[src/rtl/rtufr_pkg.sv]
package rtufr_pkg;

  typedef enum logic [1:0] {
    KIND_BYTE   = 2'd0,
    KIND_TICK   = 2'd1,
    KIND_READ   = 2'd2,
    KIND_UNUSED = 2'd3
  } kind_t;

  typedef enum logic [2:0] {
    ST_OK       = 3'd0,
    ST_SHORT    = 3'd1,
    ST_ADDR     = 3'd2,
    ST_CRC      = 3'd3,
    ST_OVERFLOW = 3'd4,
    ST_READ     = 3'd5,
    ST_READ_ERR = 3'd6
  } status_t;

  localparam logic [1:0] CFG_SLAVE_ADDR = 2'd0;
  localparam logic [1:0] CFG_MAX_LEN    = 2'd1;
  localparam logic [1:0] CFG_GAP_TICKS  = 2'd2;

  localparam logic [7:0]  SLAVE_ADDR_RST = 8'd1;
  localparam logic [8:0]  MAX_LEN_RST    = 9'd183;
  localparam logic [7:0]  GAP_TICKS_RST  = 8'd4;

  localparam logic [15:0] CRC_INIT   = 16'hFFFF;
  localparam logic [15:0] CRC_POLY   = 16'hA001;
  localparam logic [8:0]  MIN_FRAME  = 9'd4;
  localparam int          FORMAT_MAX = 256;

  // result request handed from the frame control to the output stage
  typedef struct packed {
    logic       valid;
    status_t    status;
    logic [7:0] pdu_length;
  } res_t;

  function automatic logic [15:0] crc16_byte(input logic [15:0] crc, input logic [7:0] data);
    logic [15:0] x;
    x = crc ^ {8'h00, data};
    for (int b = 0; b < 8; b++) begin
      x = x[0] ? ((x >> 1) ^ CRC_POLY) : (x >> 1);
    end
    return x;
  endfunction

endpackage

[src/rtl/rtu_frame_receiver_unit.sv]
// Modbus RTU frame receiver. Each request is a received line byte, a silence
// tick or a read of one PDU byte, and a new one may be accepted on every edge
// while results are taken; a waiting result with the output register still full
// holds the input off. Bytes go into a frame memory with one write port and one
// registered read port while the CRC-16 (init 0xFFFF, reflected poly 0xA001) is
// updated one byte per cycle as bytes are accepted, so closing a frame on the
// tick that exceeds gap_ticks needs no pass over the buffer. A result (frame
// status and PDU length, or a read byte) is registered in the frame control and
// loaded into the output register once that register is empty or being taken;
// a read byte comes from the registered memory read port. The accepted PDU stays
// readable until the next frame starts. Configuration writes are always taken
// and should only be made while the block is idle. No clearing pass follows reset.
module rtu_frame_receiver_unit
  import rtufr_pkg::*;
  #(
    parameter int BUFFER_BYTES = 256
  )
  (
    input  logic       clk,
    input  logic       rst_n,
    input  logic       in_valid,
    output logic       in_ready,
    input  logic [1:0] in_kind,
    input  logic [7:0] in_rx_byte,
    input  logic [7:0] in_read_index,
    output logic       out_valid,
    input  logic       out_ready,
    output logic [2:0] out_status,
    output logic [7:0] out_pdu_length,
    output logic [7:0] out_pdu_byte,
    input  logic       cfg_valid,
    output logic       cfg_ready,
    input  logic [1:0] cfg_index,
    input  logic [8:0] cfg_data
  );

  localparam int AW = $clog2(BUFFER_BYTES);

  logic          acc;
  logic          adv;
  logic          mem_we;
  logic [AW-1:0] mem_waddr;
  logic [7:0]    mem_wdata;
  logic          mem_re;
  logic [AW-1:0] mem_raddr;
  logic [7:0]    mem_rdata;
  res_t          res;

  logic          out_valid_r;
  status_t       out_status_r;
  logic [7:0]    out_len_r;
  logic [7:0]    out_byte_r;

  assign cfg_ready = 1'b1;
  assign adv       = res.valid && (!out_valid_r || out_ready);
  assign in_ready  = !res.valid || adv;
  assign acc       = in_valid && in_ready;

  rtufr_ctrl #(
    .BUFFER_BYTES(BUFFER_BYTES),
    .AW(AW)
  ) u_ctrl (
    .clk(clk),
    .rst_n(rst_n),
    .acc(acc),
    .adv(adv),
    .kind(in_kind),
    .rx_byte(in_rx_byte),
    .read_index(in_read_index),
    .cfg_we(cfg_valid && cfg_ready),
    .cfg_index(cfg_index),
    .cfg_data(cfg_data),
    .mem_we(mem_we),
    .mem_waddr(mem_waddr),
    .mem_wdata(mem_wdata),
    .mem_re(mem_re),
    .mem_raddr(mem_raddr),
    .res(res)
  );

  rtufr_store #(
    .BUFFER_BYTES(BUFFER_BYTES),
    .AW(AW)
  ) u_store (
    .clk(clk),
    .we(mem_we),
    .waddr(mem_waddr),
    .wdata(mem_wdata),
    .re(mem_re),
    .raddr(mem_raddr),
    .rdata(mem_rdata)
  );

  always_ff @(posedge clk) begin
    if (!rst_n) begin
      out_valid_r <= 1'b0;
    end else if (adv) begin
      out_valid_r <= 1'b1;
    end else if (out_ready) begin
      out_valid_r <= 1'b0;
    end
  end

  always_ff @(posedge clk) begin
    if (adv) begin
      out_status_r <= res.status;
      out_len_r    <= res.pdu_length;
      out_byte_r   <= (res.status == ST_READ) ? mem_rdata : 8'd0;
    end
  end

  assign out_valid      = out_valid_r;
  assign out_status     = out_status_r;
  assign out_pdu_length = out_len_r;
  assign out_pdu_byte   = out_byte_r;

  a_byte_only_on_read : assert property (@(posedge clk) disable iff (!rst_n)
    out_valid && (out_status != ST_READ) |-> out_pdu_byte == 8'd0)
    else $error("pdu byte set on a non-read result");

  a_len_zero_on_reject : assert property (@(posedge clk) disable iff (!rst_n)
    out_valid && (out_status == ST_SHORT || out_status == ST_ADDR ||
                  out_status == ST_CRC || out_status == ST_OVERFLOW)
    |-> out_pdu_length == 8'd0)
    else $error("pdu length set on a rejected frame");

  a_read_gives_result : assert property (@(posedge clk) disable iff (!rst_n)
    acc && (in_kind == KIND_READ) |=>
    res.valid && (res.status == ST_READ || res.status == ST_READ_ERR))
    else $error("read request without read result");

endmodule

[src/rtl/rtufr_store.sv]
module rtufr_store
  #(
    parameter int BUFFER_BYTES = 256,
    parameter int AW = 8
  )
  (
    input  logic          clk,
    input  logic          we,
    input  logic [AW-1:0] waddr,
    input  logic [7:0]    wdata,
    input  logic          re,
    input  logic [AW-1:0] raddr,
    output logic [7:0]    rdata
  );

  logic [7:0] frame_mem [BUFFER_BYTES];
  logic [7:0] rdata_r;

  always_ff @(posedge clk) begin
    if (we) begin
      frame_mem[waddr] <= wdata;
    end
  end

  always_ff @(posedge clk) begin
    if (re) begin
      rdata_r <= frame_mem[raddr];
    end
  end

  assign rdata = rdata_r;

endmodule

[src/rtl/rtufr_ctrl.sv]
module rtufr_ctrl
  import rtufr_pkg::*;
  #(
    parameter int BUFFER_BYTES = 256,
    parameter int AW = 8
  )
  (
    input  logic          clk,
    input  logic          rst_n,
    input  logic          acc,
    input  logic          adv,
    input  logic [1:0]    kind,
    input  logic [7:0]    rx_byte,
    input  logic [7:0]    read_index,
    input  logic          cfg_we,
    input  logic [1:0]    cfg_index,
    input  logic [8:0]    cfg_data,
    output logic          mem_we,
    output logic [AW-1:0] mem_waddr,
    output logic [7:0]    mem_wdata,
    output logic          mem_re,
    output logic [AW-1:0] mem_raddr,
    output res_t          res
  );

  localparam int         CAP     = (BUFFER_BYTES < FORMAT_MAX) ? BUFFER_BYTES : FORMAT_MAX;
  localparam logic [8:0] LIM_CAP = 9'(CAP);

  logic [7:0]  slave_r;
  logic [8:0]  max_len_r;
  logic [7:0]  gap_r;

  logic        open_r, open_nxt;
  logic [8:0]  cnt_r, cnt_nxt;
  logic [7:0]  sil_r, sil_nxt;
  logic [7:0]  held_r, held_nxt;
  logic [7:0]  first_r, first_nxt;
  logic [7:0]  b1_r, b1_nxt;
  logic [7:0]  b2_r, b2_nxt;
  logic [15:0] crc_r, crc_nxt;
  res_t        res_r, res_nxt;

  logic [8:0]    lim;
  logic [8:0]    sil_inc;
  logic [8:0]    rd_pos;
  logic [AW+8:0] waddr_wide;
  logic [AW+8:0] raddr_wide;

  always_ff @(posedge clk) begin
    if (!rst_n) begin
      slave_r   <= SLAVE_ADDR_RST;
      max_len_r <= MAX_LEN_RST;
      gap_r     <= GAP_TICKS_RST;
    end else if (cfg_we) begin
      unique case (cfg_index)
        CFG_SLAVE_ADDR: slave_r   <= cfg_data[7:0];
        CFG_MAX_LEN:    max_len_r <= cfg_data;
        CFG_GAP_TICKS:  gap_r     <= cfg_data[7:0];
        default: ;
      endcase
    end
  end

  assign lim        = (max_len_r > LIM_CAP) ? LIM_CAP : max_len_r;
  assign sil_inc    = {1'b0, sil_r} + 9'd1;
  assign rd_pos     = {1'b0, read_index} + 9'd1;
  assign waddr_wide = {{AW{1'b0}}, cnt_r};
  assign raddr_wide = {{AW{1'b0}}, rd_pos};
  assign mem_waddr  = waddr_wide[AW-1:0];
  assign mem_raddr  = raddr_wide[AW-1:0];
  assign mem_wdata  = rx_byte;

  always_comb begin
    open_nxt  = open_r;
    cnt_nxt   = cnt_r;
    sil_nxt   = sil_r;
    held_nxt  = held_r;
    first_nxt = first_r;
    b1_nxt    = b1_r;
    b2_nxt    = b2_r;
    crc_nxt   = crc_r;
    mem_we    = 1'b0;
    mem_re    = 1'b0;
    res_nxt   = res_r;
    if (adv) begin
      res_nxt.valid = 1'b0;
    end
    if (acc) begin
      res_nxt = '{valid: 1'b0, status: ST_OK, pdu_length: 8'd0};
      unique case (kind_t'(kind))
        KIND_BYTE: begin
          // count is zero whenever no frame is open
          if (!open_r) begin
            held_nxt = 8'd0;
          end
          open_nxt = 1'b1;
          sil_nxt  = 8'd0;
          if (cnt_r >= lim) begin
            open_nxt       = 1'b0;
            cnt_nxt        = 9'd0;
            res_nxt.valid  = 1'b1;
            res_nxt.status = ST_OVERFLOW;
          end else begin
            mem_we  = 1'b1;
            cnt_nxt = cnt_r + 9'd1;
            b1_nxt  = rx_byte;
            b2_nxt  = b1_r;
            if (cnt_r == 9'd0) begin
              first_nxt = rx_byte;
              crc_nxt   = CRC_INIT;
            end else if (cnt_r >= 9'd2) begin
              // crc trails by two bytes so it never covers the received crc
              crc_nxt = crc16_byte(crc_r, b2_r);
            end
          end
        end
        KIND_TICK: begin
          if (open_r) begin
            if (sil_inc <= {1'b0, gap_r}) begin
              sil_nxt = sil_inc[7:0];
            end else begin
              open_nxt      = 1'b0;
              cnt_nxt       = 9'd0;
              sil_nxt       = 8'd0;
              res_nxt.valid = 1'b1;
              priority if (cnt_r < MIN_FRAME) begin
                res_nxt.status = ST_SHORT;
              end else if (first_r != slave_r) begin
                res_nxt.status = ST_ADDR;
              end else if ({b1_r, b2_r} != crc_r) begin
                res_nxt.status = ST_CRC;
              end else begin
                res_nxt.status     = ST_OK;
                res_nxt.pdu_length = 8'(cnt_r - 9'd3);
                held_nxt           = 8'(cnt_r - 9'd3);
              end
            end
          end
        end
        KIND_READ: begin
          res_nxt.valid      = 1'b1;
          res_nxt.pdu_length = held_r;
          if (read_index < held_r) begin
            res_nxt.status = ST_READ;
            mem_re         = 1'b1;
          end else begin
            res_nxt.status = ST_READ_ERR;
          end
        end
        KIND_UNUSED: ;
      endcase
    end
  end

  always_ff @(posedge clk) begin
    if (!rst_n) begin
      open_r    <= 1'b0;
      cnt_r     <= 9'd0;
      sil_r     <= 8'd0;
      held_r    <= 8'd0;
      res_r     <= '{valid: 1'b0, status: ST_OK, pdu_length: 8'd0};
    end else begin
      open_r    <= open_nxt;
      cnt_r     <= cnt_nxt;
      sil_r     <= sil_nxt;
      held_r    <= held_nxt;
      res_r     <= res_nxt;
    end
  end

  always_ff @(posedge clk) begin
    first_r <= first_nxt;
    b1_r    <= b1_nxt;
    b2_r    <= b2_nxt;
    crc_r   <= crc_nxt;
  end

  assign res = res_r;

endmodule

[config.mk]
export PLATFORM = sky130hd
export DESIGN_NAME = rtu_frame_receiver_unit
export DESIGN_NICKNAME = d
export VERILOG_FILES = /design/src/rtl/rtufr_pkg.sv /design/src/rtl/rtu_frame_receiver_unit.sv /design/src/rtl/rtufr_store.sv /design/src/rtl/rtufr_ctrl.sv
export SDC_FILE = /design/constraint.sdc
export NUM_CORES = 2
export LEC_CHECK = 0
export BUFFER_PORTS_ARGS = -buffer_cell sky130_fd_sc_hd__buf_2
export CELL_PAD_IN_SITES_DETAIL_PLACEMENT = 1
export CELL_PAD_IN_SITES_GLOBAL_PLACEMENT = 2
export CORE_ASPECT_RATIO = 1.4
export CORE_UTILIZATION = 50
export DETAILED_ROUTE_END_ITERATION = 10
export GPL_ROUTABILITY_DRIVEN = 0
export PLACE_DENSITY_LB_ADDON = 0.1
export SKIP_LAST_GASP = 1
export SLEW_MARGIN = 20
export SYNTH_ARGS = -nofsm -noshare
export SYNTH_HDL_FRONTEND = slang
export SYNTH_SLANG_ARGS = --single-unit
[constraint.sdc]
create_clock -name clk -period 4.2 [get_ports clk]
set_clock_uncertainty 0.15 [all_clocks]
set_input_delay 0.42 -clock clk [delete_from_list [all_inputs] [get_ports clk]]
set_output_delay 0.42 -clock clk [all_outputs]
set_load 0.03 [all_outputs]
* Yosys cells after proc, flatten, opt, wreduce, memory -nomap -nowiden
Memories as Yosys holds them, arrays and structs flattened. A register that Yosys moved wholly into a read port is not among the register bits.
Cells that the tools add are included.
** Word-level totals
- Output and inout port bits :: 22
- Bits of input ports :: 34
- Memory bits (writable) :: 2048
- Memories :: 1
- Register bits after elaboration :: 123
** Memory list
- u_store.frame_mem :: depth 256, width 8, rd ports 1, clocked after Yosys merged registers in 1, write ports 1, RTL line rtufr_store.sv:16 : logic [7:0] frame_mem [BUFFER_BYTES];
** Cells by class
- Reductions and logical operators :: 23
- Equal/unequal tests :: 13
- Bitwise operators :: 10
- Add/sub/neg operators :: 4
- Multiplexer cells :: 51
- $lt $le $gt $ge :: 6
** Operator list (count)
- $mux 16 :: 9
- $mux 8 :: 11
- $pmux 8 s2 :: 3
- $mux 12 :: 3
- $mux 9 :: 4
- $not 2->3 :: 8
- $pmux 9 s2 :: 1
- $ne 16x16->1 :: 1
- $xor 16x8->16 :: 1
- $mux 1 :: 13
- $pmux 4 s3 :: 1
- $reduce_and 4->1 :: 3
- $ne 2x2->1 const B :: 5
- $add 8x1->9 const B :: 1
- $add 9x1->9 const B :: 1
- $ge 9x2->1 const B :: 1
- $ge 9x9->1 :: 1
- $gt 9x9->1 const B :: 1
- $le 9x8->1 :: 1
- $logic_not 9->1 :: 1
- $lt 9x3->1 const B :: 1
- $add 8x1->8 const B :: 1
- $lt 8x8->1 :: 1
- $ne 8x8->1 :: 1
- other kinds (18) :: 33

* Longest topological paths before layout
- Depth after elaboration :: 18
- Gate-level depth with buffers :: 13
- Depth with buffers taken out :: 12

* Cells and area by module
From an unflattened synthesis, not the netlist that was laid out.
** Unflattened totals
- Cells, all modules :: 4337
- Area total of the unflattened synthesis :: 85906.1 sq um
** Modules (own cells, without submodules)
- rtufr_store :: cells an instance 3733, instances 1, area an instance 79636.4 sq um, seq. area each 61739.2 sq um
- rtufr_ctrl :: cells an instance 568, instances 1, area an instance 5574.1 sq um, seq. area each 2462.4 sq um
- rtu_frame_receiver_unit :: cells an instance 36, instances 1, area an instance 695.7 sq um, seq. area each 590.6 sq um

* Least setup slack after synthesis
No wires, ideal clock.
- Kind :: register -> register
- From :: register u_ctrl.max_len_r[8]
- To :: memory u_store.frame_mem[103][0] (enable)
- Setup time :: 370 ps
- Required time :: 3680 ps
- Stages on the path, launching flop included :: 14
- Arrival time :: 3056 ps
- Path buffers :: 2
- Path slack :: 624 ps
- Cells stage by stage :: dfxtp_1 -> clkinv_1 -> nand2_1 -> ha_1 -> a21o_1 -> a21o_1 -> a211oi_1 -> o21ai_1 -> a21o_1 -> inv_2 -> buf_2 -> nand4b_1 -> clkbuf_1 -> nor2_1
** On the way
- Cells in the longest elaborated chain, start to end :: 8
** RTL lines
- start: declaration :: RTL line rtufr_ctrl.sv:30 : logic [8:0] max_len_r;
- start signal: assignment :: RTL line rtufr_ctrl.sv:57 : CFG_MAX_LEN: max_len_r <= cfg_data;
- $gt 9x9->1 :: RTL line rtufr_ctrl.sv:64 : assign lim = (max_len_r > LIM_CAP) ? LIM_CAP : max_len_r;
- $mux 9 (*) :: RTL line rtufr_ctrl.sv:64
- $ge 9x9->1 (*) :: RTL line rtufr_ctrl.sv:98 : if (cnt_r >= lim) begin
- $mux 1 (*) :: RTL line rtufr_ctrl.sv:98
- $mux 1 (*) :: RTL line rtufr_ctrl.sv:90 : unique case (kind_t'(kind))
- $mux 1 (*) :: RTL line rtufr_ctrl.sv:88 : if (acc) begin
- $mux 1 (*) :: RTL line rtufr_store.sv:20 : if (we) begin
- $mux 1 (implied by the code) (*) :: RTL line rtufr_store.sv:21 : frame_mem[waddr] <= wdata;
- end: declaration :: RTL line rtufr_store.sv:16
Mark *: on every way between the ends. The rest lies on a longest branch, timed or not.

* Final worst setup path
- From :: register u_ctrl.cnt_r[0]
- To :: memory u_store.frame_mem[240][1] (enable)
** On the way
- Cells in the longest elaborated chain, start to end :: 6
** RTL lines
- start: declaration :: RTL line rtufr_ctrl.sv:34 : logic [8:0] cnt_r, cnt_nxt;
- start signal: assignment :: RTL line rtufr_ctrl.sv:164 : cnt_r <= cnt_nxt;
- $ge 9x9->1 :: RTL line rtufr_ctrl.sv:98
- $mux 1 :: RTL line rtufr_ctrl.sv:98
- $mux 1 :: RTL line rtufr_ctrl.sv:90
- $mux 1 :: RTL line rtufr_ctrl.sv:88
- $mux 1 :: RTL line rtufr_store.sv:20
- $mux 1 (implied by the code) :: RTL line rtufr_store.sv:21
Parallel ways exist; a longest one is shown, timed or not.

==> flow_summary.toml <==
[outcome]
outcome = "finished clean"

[min_path]
hold_depth = 5
hold_class = "input pin to flop"

[synth]
synthArstFlopShare = 0
netlist_instances = 4464
synth_top_family_by_area = "multiplexers"
synth_nets = 4536
ys_warn_count = 0
synth_top_cell_by_area = "edfxtp_1"
synthSimpleGateAreaFrac = 0.0533
ys_seq_elements = 2179
syn_area_um2 = 85900
synth_xor_area_frac = 0.00561
yosys-mux-area-fraction = 0.147
yosysSeqAreaShare = 0.754
netlist_top_cells_area = "edfxtp_1 74%, mux4_2 13%, nand2_1 2.2%"
synth_top_area_frac = 0.739
yosys.area_share.adder = 0.00553
avgSynthCellArea_um2 = 19.2
ys.flop_type = "edfxtp_1"
synth_compound_gate_area_share = 0.0194
synth_edf_count = 2115
synth_cell_types = 66

[setup_path]
timing.rr.start = "u_ctrl.cnt_r[0]$_SDFFE_PN0P_"
crit_type = "flop to flop"
ff2ff_path_depth = 13
startpoint = "u_ctrl.cnt_r[0]$_SDFFE_PN0P_"
r2r_end = "u_store.frame_mem[240][1]$_DFFE_PP_"
rrSetupSlack_ns = 0.16
setup.worst_path.start_class = "flop"
critPathCapture = "u_store.frame_mem[240][1]$_DFFE_PP_"
cp.arrival_ns = 4.40
critPathRequiredTime_ns = 4.57
cp_max_fo = 17
endpoint_kind = "flop"

[cells_and_area]
final_cell_mix = "2115 x edfxtp_1, 512 x mux4_2, 494 x nand2_1"
areaGrowthSynthToFinish_pct = 14.7
final_common_cell = "edfxtp_1"
num-fill-cells = 14800
drive_gt1_frac = 0.253
utilization = 0.579
nets = 4972

[clock_network]
clockBufferDepth = 3
clkTransAtPathRegs_ns = 0.07
cts_htree_levels = 4
cts_made_buffers = 202
cts_tree = "yes"
root_buffer = "clkbuf_16"
cts.sinks = 2179
cts_setup_buffers = 0
clock_latency_ns = 0.84

[timing]
fin_crit_sh = 0.961
layout_setup_ws_ns = 0.164
period_minus_slack_ns = 4.04
rsz0062_at_grt = "no"
maxSlewViolCount = 0
worst_pin_slew_ns = 1.16
hold_viol_final = 0
fin_setup_tns_ns = 0
slew_headroom = 0.224
setup-violations-final = 0
fmax_ghz = 0.248

[floorplan]
initial_core_util = 0.505
rows = 179
io_pins = 56
die_area_um2 = 174000
die_x_um = 352
coreArea_um2 = 170000
die_h_um = 492

[drt]
vias = 43700
dr.pass1.iters = 6
wl_um = 229000
routed_via_density = 5.96
wire_per_inst_um = 31.3
drc = 0
drtAntennaViolNets = 0
initialDrtViolationCount = 3683

[placement]
io_buffers = 54
dp_slack_ns = 0.243
place.detailed.hpwl_um = 146000

[pwr]
peakVddDrop_v = 0.000461
power_leakage_uw = 0.0320
cellPowerDensity_nw_per_um2 = 458
power_uw = 45200

[global_routing]
grt_overflow = 0
grt_pass1_vias = 47100
grt_usage = 0.268
grt_max_degree = 111
antenna_found_initial = 11
grt_pass1_wl_um = 334000

[job]
max_cap_violations = 0
[worst min-delay path by stage]
stage                                                start                          endpoint  slack [ns]
after CTS                                       in_kind[0]        u_ctrl.res[8]$_SDFFE_PN0P_        0.01
after detailed placement  u_ctrl.max_len_r[0]$_SDFFE_PN1P_  u_ctrl.max_len_r[0]$_SDFFE_PN1P_        0.31
final                                           in_kind[0]        u_ctrl.res[8]$_SDFFE_PN0P_        0.07
after global routing                            in_kind[0]        u_ctrl.res[8]$_SDFFE_PN0P_        0.08
after global placement    u_ctrl.max_len_r[0]$_SDFFE_PN1P_  u_ctrl.max_len_r[0]$_SDFFE_PN1P_        0.30
after floorplan                 u_ctrl.res[0]$_SDFFE_PN0P_       out_pdu_length[0]$_DFFE_PP_        0.26
[logic make-up after synthesis]
| kind of cell | after synthesis |
|---|---|
| AO/OA/AOI/OAI | 223 |
| XOR/XNOR | 55 |
| adder cells (fa/ha/maj) | 38 |
| buffers and inverters | 283 |
| flip-flops | 2179 |
| multiplexers | 625 |
| other | 1 |
| AND/OR/NAND/NOR | 1060 |
[sequential cells by signal (all words and copies together) (netlist names)]
name               cells
u_store.frame_mem   2048
u_ctrl.crc_r          16
u_ctrl.res            12
u_ctrl.cnt_r           9
u_ctrl.max_len_r       9
out_pdu_byte           8
out_pdu_length         8
u_ctrl.b1_r            8
u_ctrl.b2_r            8
u_ctrl.first_r         8
u_ctrl.gap_r           8
u_ctrl.held_r          8
u_ctrl.sil_r           8
u_ctrl.slave_r         8
u_store.rdata          8
out_status             3
out_valid              1
u_ctrl.open_r          1
[Yosys cell counts, types with 25 or more instances]
cell type     n
edfxtp_1   2115
mux4_2      512
nand2_1     494
nor2_1      289
clkbuf_1    118
mux2i_1     112
nand3_1     110
buf_2        86
dfxtp_1      64
a21oi_1      45
nand4_1      42
buf_1        38
ha_1         38
xnor2_1      38
a22oi_1      35
a32oi_1      25
[power breakdown]
part / total (µW) / switching [µW] / internal [µW]
clock: 18300 / 8010 / 10300
combinational: 2950 / 1870 / 1080
sequential: 23900 / 20.1 / 23900
total: 45200 / 9900 / 35300
[worst max-delay path, cell delays in order (launching register included)]
cell and delay, ns:
dfxtp_1 0.44, inv_1 0.19, ha_1 0.32, nand2b_1 0.14, a21o_1 0.17, a211oi_1 0.22, o21ai_1 0.17, a21o_1 0.22
inv_2 0.23, buf_4 0.34, nand3_2 0.12, buf_4 0.19, nor2_1 0.49, buf_4 0.30
[final cells by class]
type / count / area [µm²] / share of cell area
multi-input combinational: 2002 / 20000 / 0.203
tap: 2262 / 2830 / 0.0287
inverter: 27 / 101 / 0.00103
timing repair buffer: 488 / 4270 / 0.0434
clock buffer: 246 / 5350 / 0.0543
clock inverter: 129 / 1200 / 0.0122
sequential: 2179 / 64800 / 0.657
antenna: 7 / 17.5 / 0.000178
[through the flow]
step / hold WS (ns) / std cells / cell area (µm²)
global route: 0.0754 / 7334 / 98500
finish: 0.0657 / 7340 / 98600
floorplan: 0.259 / 4464 / 85900
detailed placement: 0.305 / 6921 / 91600
global placement: 0.295 / 6921 / 91600
CTS: 0.0108 / 7333 / 98500
[layer usage]
metal  global-route usage  vias to the layer above  routed length (µm)
met4               0.0740                        2                5890
met3               0.0325                      286               11200
met1                0.343                    23500               88900
met2                0.483                     1180              123000
li1                     -                    18800                   -
met5                    0                        -                  13
[repair_timing]
| item | 4_1_cts | 5_1_grt |
|---|---|---|
| gates resized for setup | 0 | 0 |
| setup endpoints to repair | 0 | 0 |
| hold endpoints to repair | 293 | 0 |
| hold buffers | 37 | 0 |
Note: power is estimated with default switching activity, not from simulation.
